**src/design/cirm_pkg.sv**
```systemverilog
// Shared types and constants for the CAN identifier rate monitor.
`timescale 1ns / 1ps
`default_nettype none
package cirm_pkg;
	localparam int unsigned IdW = 29;
	localparam int unsigned RateW = 10;
	localparam logic [RateW-1:0] RateScale = 10'd1000;

	typedef struct packed {
		logic [IdW-1:0] id;
		logic [3:0]     len;
		logic [15:0]    flags;
		logic [63:0]    data;
		logic [31:0]    last_arr;
		logic [31:0]    last_stp;
	} entry_t;

	typedef struct packed {
		logic           write;
		logic [IdW-1:0] id;
	} cell_ctl_t;
endpackage
`default_nettype wire

```
**src/design/cirm_rate_div.sv**
```systemverilog
// Restoring divider computing 1000 / d, one quotient bit per cycle.
`timescale 1ns / 1ps
`default_nettype none
module cirm_rate_div (
	input  wire logic        clk,
	input  wire logic        arst_n,
	input  wire logic        start,
	input  wire logic [31:0] divisor,
	output logic             done,
	output logic [9:0]       quotient
);
	import cirm_pkg::*;

	logic [3:0]  cnt_q;
	logic        busy_q;
	logic [10:0] rem_q;
	logic [9:0]  num_q;
	logic [9:0]  quo_q;
	logic [31:0] div_q;
	logic [32:0] trial;

	assign trial = {22'd0, rem_q[9:0], num_q[9]} - {1'b0, div_q};

	always_ff @(posedge clk or negedge arst_n) begin
		if (!arst_n) begin
			busy_q <= 1'b0;
			cnt_q <= '0;
			done <= 1'b0;
		end else begin
			done <= 1'b0;
			if (start) begin
				busy_q <= 1'b1;
				cnt_q <= '0;
				rem_q <= '0;
				num_q <= RateScale;
				quo_q <= '0;
				div_q <= (divisor == 32'd0) ? 32'd1 : divisor;
			end else if (busy_q) begin
				num_q <= {num_q[8:0], 1'b0};
				if (!trial[32]) begin
					rem_q <= {1'b0, trial[9:0]};
					quo_q <= {quo_q[8:0], 1'b1};
				end else begin
					rem_q <= {rem_q[9:0], num_q[9]};
					quo_q <= {quo_q[8:0], 1'b0};
				end
				cnt_q <= cnt_q + 4'd1;
				if (cnt_q == 4'd9) begin
					busy_q <= 1'b0;
					done <= 1'b1;
				end
			end
		end
	end

	assign quotient = quo_q;
endmodule
`default_nettype wire

```
**config.mk**
```make
export PLATFORM = sky130hd
export DESIGN_NAME = cirm_rate_div
export DESIGN_NICKNAME = d
export VERILOG_FILES = /design/src/design/cirm_pkg.sv /design/src/design/cirm_rate_div.sv
export SDC_FILE = /design/constraint.sdc
export NUM_CORES = 1
export LEC_CHECK = 0
export BUFFER_PORTS_ARGS = -buffer_cell sky130_fd_sc_hd__buf_2
export CAP_MARGIN = 10
export CORE_MARGIN = 2
export CORE_UTILIZATION = 34
export DETAILED_ROUTE_END_ITERATION = 10
export PLACE_DENSITY_LB_ADDON = 0.2
export SLEW_MARGIN = 20
export SYNTH_ARGS = -nofsm -noshare
export SYNTH_HDL_FRONTEND = slang
export SYNTH_SLANG_ARGS = --single-unit
```
**constraint.sdc**
```tcl
create_clock -name clk -period 5.3 [get_ports clk]
set_input_delay 0.265 -clock clk [delete_from_list [all_inputs] [get_ports clk]]
set_output_delay 0.265 -clock clk [all_outputs]
set_load 0.01 [all_outputs]
```
==> impl_metrics.toml <==
[detailed_routing]
viasPerCell = 4.84
vias = 2177
drcViolationCount = 0
wirelength_mm = 6.02
drtPass1Iterations = 4
routedWlPerCell_um = 13.4
drt_iter0_markers = 88
final_antenna_net_count = 0

[place]
portBuffers = 45
placed_area_sq_um = 3680
dp_hpwl_mm = 4.13
gp_congestion = 0.737
dp_cells = 434

[power_and_ir_drop]
leakage_nw = 1.66
cellPowerDensity_nw_per_um2 = 324
vdd_drop_max_uv = 192
power_mw = 1.27

[timing]
fin_setup_tns_ps = 0
rsz0062_at_grt = "false"
drv_slew = 0
min_period_ps = 2690
max_freq_mhz = 372
fin_worst_skew_ps = 14.7
holdWs_ps = 19.1
setup_violations = 0
finalHoldViolCount = 0
tightest_slew_ps = 826
slew_headroom_pct = 44.9
period_share_pct = 50.7

[yosys]
ys_types = 49
syn_area_sq_um = 3450
synth_top_flop_cell = "edfxtp_1"
synth_edf_count = 62
seq_area_frac_synth_pct = 58.2
synth_seq_cells = 68
yosys_warnings = 0
synth_cells = 297
async_flop_share_pct = 8.82
syn_area_per_cell_sq_um = 11.6
synthesis.nets = 346

[setup_path]
cp_top_family = "compound AO/OA/AOI/OAI gates"
crit_chain = "inv_1, ha_1, fa_1, nand2b_1, a21o_1, a21oi_1, a41o_2, nor3_1, a311o_1"
cp_max_fo = 21
slowest_stage = "a41o_2"
cp.buffers_inverters = 1
path_class = "flip-flop to flip-flop"
max_stage_delay_ps = 460
cp-start-kind = "flip-flop"
ff2ff_path_depth = 9
critPathRequiredTime_ps = 5400
crit_cells = 9
arrival_ps = 2790
crit_path_end_kind = "flip-flop"

[cts]
clk_latency_ps = 340
postCtsHoldBufs = 0
cts_max_path_buffers = 2
htree_levels = 3
root_buffer = "clkbuf_8"
cts_tree = "built"
clk_pin_slew_ps = 80
cts_setup_buffers = 0
cts_buffers = 9
cts_resized = 0
cts.sinks = 68

[grt]
grt_start_max_net_pins = 42
grt_pass1_wl_mm = 10.1
use_met3_pct = 2.56
grt_use_met1_pct = 15.3
antenna_found_initial = 0
busiest_layer = "met2"
grt_util_met2_pct = 17.7
grt_usage_pct = 11.4
first_global_vias = 2123
overflow = 0

[final_layout]
final_nets = 361
final_design_area_no_fill_sq_um = 3930
syn2layout_area_growth_pct = 13.6
final_cells = 450
fillers = 1001
drive_gt1_share_pct = 22.1
antennaDiodeCount = 0

[hold_path]
hp-class = "input port to asynchronous set/reset pin"

[job]
drv_cap = 0

[floorplanning]
core_sq_um = 9820
ioPinCount = 46
die-area_sq_um = 11000
die_w_um = 105
start_util_pct = 35.2
fp.dieH_um = 105
rows = 36

[run_status]
status = "complete, no violations"
-- registers in the layout (all words and copies together) (netlist names) --
| name | flops |
|---|---|
| busy_q | 1 |
| cnt_q | 4 |
| div_q | 32 |
| done | 1 |
| num_q | 10 |
| quotient | 10 |
| rem_q | 10 |
-- where the power goes --
| part | total [mW] | internal [mW] | switching, mW |
|---|---|---|---|
| clock network | 0.517 | 0.314 | 0.202 |
| logic | 0.119 | 0.0522 | 0.0671 |
| registers | 0.637 | 0.621 | 0.0161 |
-- per-layer routing --
| metal | routed length (um) | vias up | share of wire [%] |
|---|---|---|---|
| met2 | 2690 | 41 | 45 |
| met5 | 0 | - | 0 |
| met4 | 102 | 0 | 1.7 |
| met3 | 233 | 10 | 3.9 |
| met1 | 2990 | 1031 | 50 |
| li1 | - | 1095 | - |
-- path summary, 6_finish.rpt --
| path | from | endpoint | slack (ps) |
|---|---|---|---|
| worst max-delay path | num_q[9] | rem_q[8] | 2610 |
| max in group asynchronous | arst_n | busy_q | 4710 |
| worst max register to register | num_q[9] | rem_q[8] | 2610 |
| worst min register to register | cnt_q[3] | cnt_q[3] | 550 |
| min in group clk | divisor[24] | div_q[24] | 110 |
| worst min-delay path | arst_n | cnt_q[0] | 20 |
-- final cells by class --
type	count	area [sq um]	area share (%)
tap	133	166	4.24
multi-input combinational	170	1200	30.7
clock inverter	6	113	2.87
timing repair buffer	47	240	6.12
clock buffer	10	128	3.25
inverter	16	60.1	1.53
sequential	68	2010	51.3
-- kinds of logic after synthesis --
group	after synthesis	synth area share [%]
AO/OA/AOI/OAI	36	7.35
XOR/XNOR	8	2.03
adder cells (fa/ha/maj)	14	5.29
buffers and inverters	59	6.88
flip-flops	68	58.2
multiplexers	18	5.22
AND/OR/NAND/NOR	94	15.0
-- cell usage after synthesis (all sizes together), types with 3 or more instances --
master | n | area share (%)
edfxtp | 62 | 54
clkbuf | 38 | 4.1
nor2 | 26 | 2.8
mux2i | 18 | 5.2
inv | 16 | 1.7
nand2 | 16 | 1.7
nor4 | 15 | 2.9
ha | 13 | 4.7
nor3b | 9 | 2.1
a21oi | 7 | 1.0
o21ai | 7 | 1.0
dfrtp | 6 | 4.3
buf | 5 | 1.0
xor2 | 5 | 1.3
and3 | 4 | 0.72
nand2b | 4 | 0.72
a211oi | 3 | 0.65
nand3 | 3 | 0.43
nand4 | 3 | 0.54
nor3 | 3 | 0.58
o211ai | 3 | 0.65
xnor2 | 3 | 0.76
-- metrics by stage --
stage	setup slack [ps]	utilization (%)
2_1_floorplan	2890	-
3_3_place_gp	2650	37.5
3_5_place_dp	2580	37.5
4_1_cts	2610	40.0
5_1_grt	2440	40.0
6_report	2610	40.0
-- layout by cell type, fill, tap and decap left out, drive strengths merged, types with 5 or more instances in the layout --
master	count
a21oi	7
buf	47
clkbuf	10
dfrtp	6
edfxtp	62
ha	13
inv	17
mux2i	18
nand2	16
nor2	26
nor3b	9
nor4	15
o21ai	7
xor2	5
No activity file was read; power rests on OpenSTA's default activity.
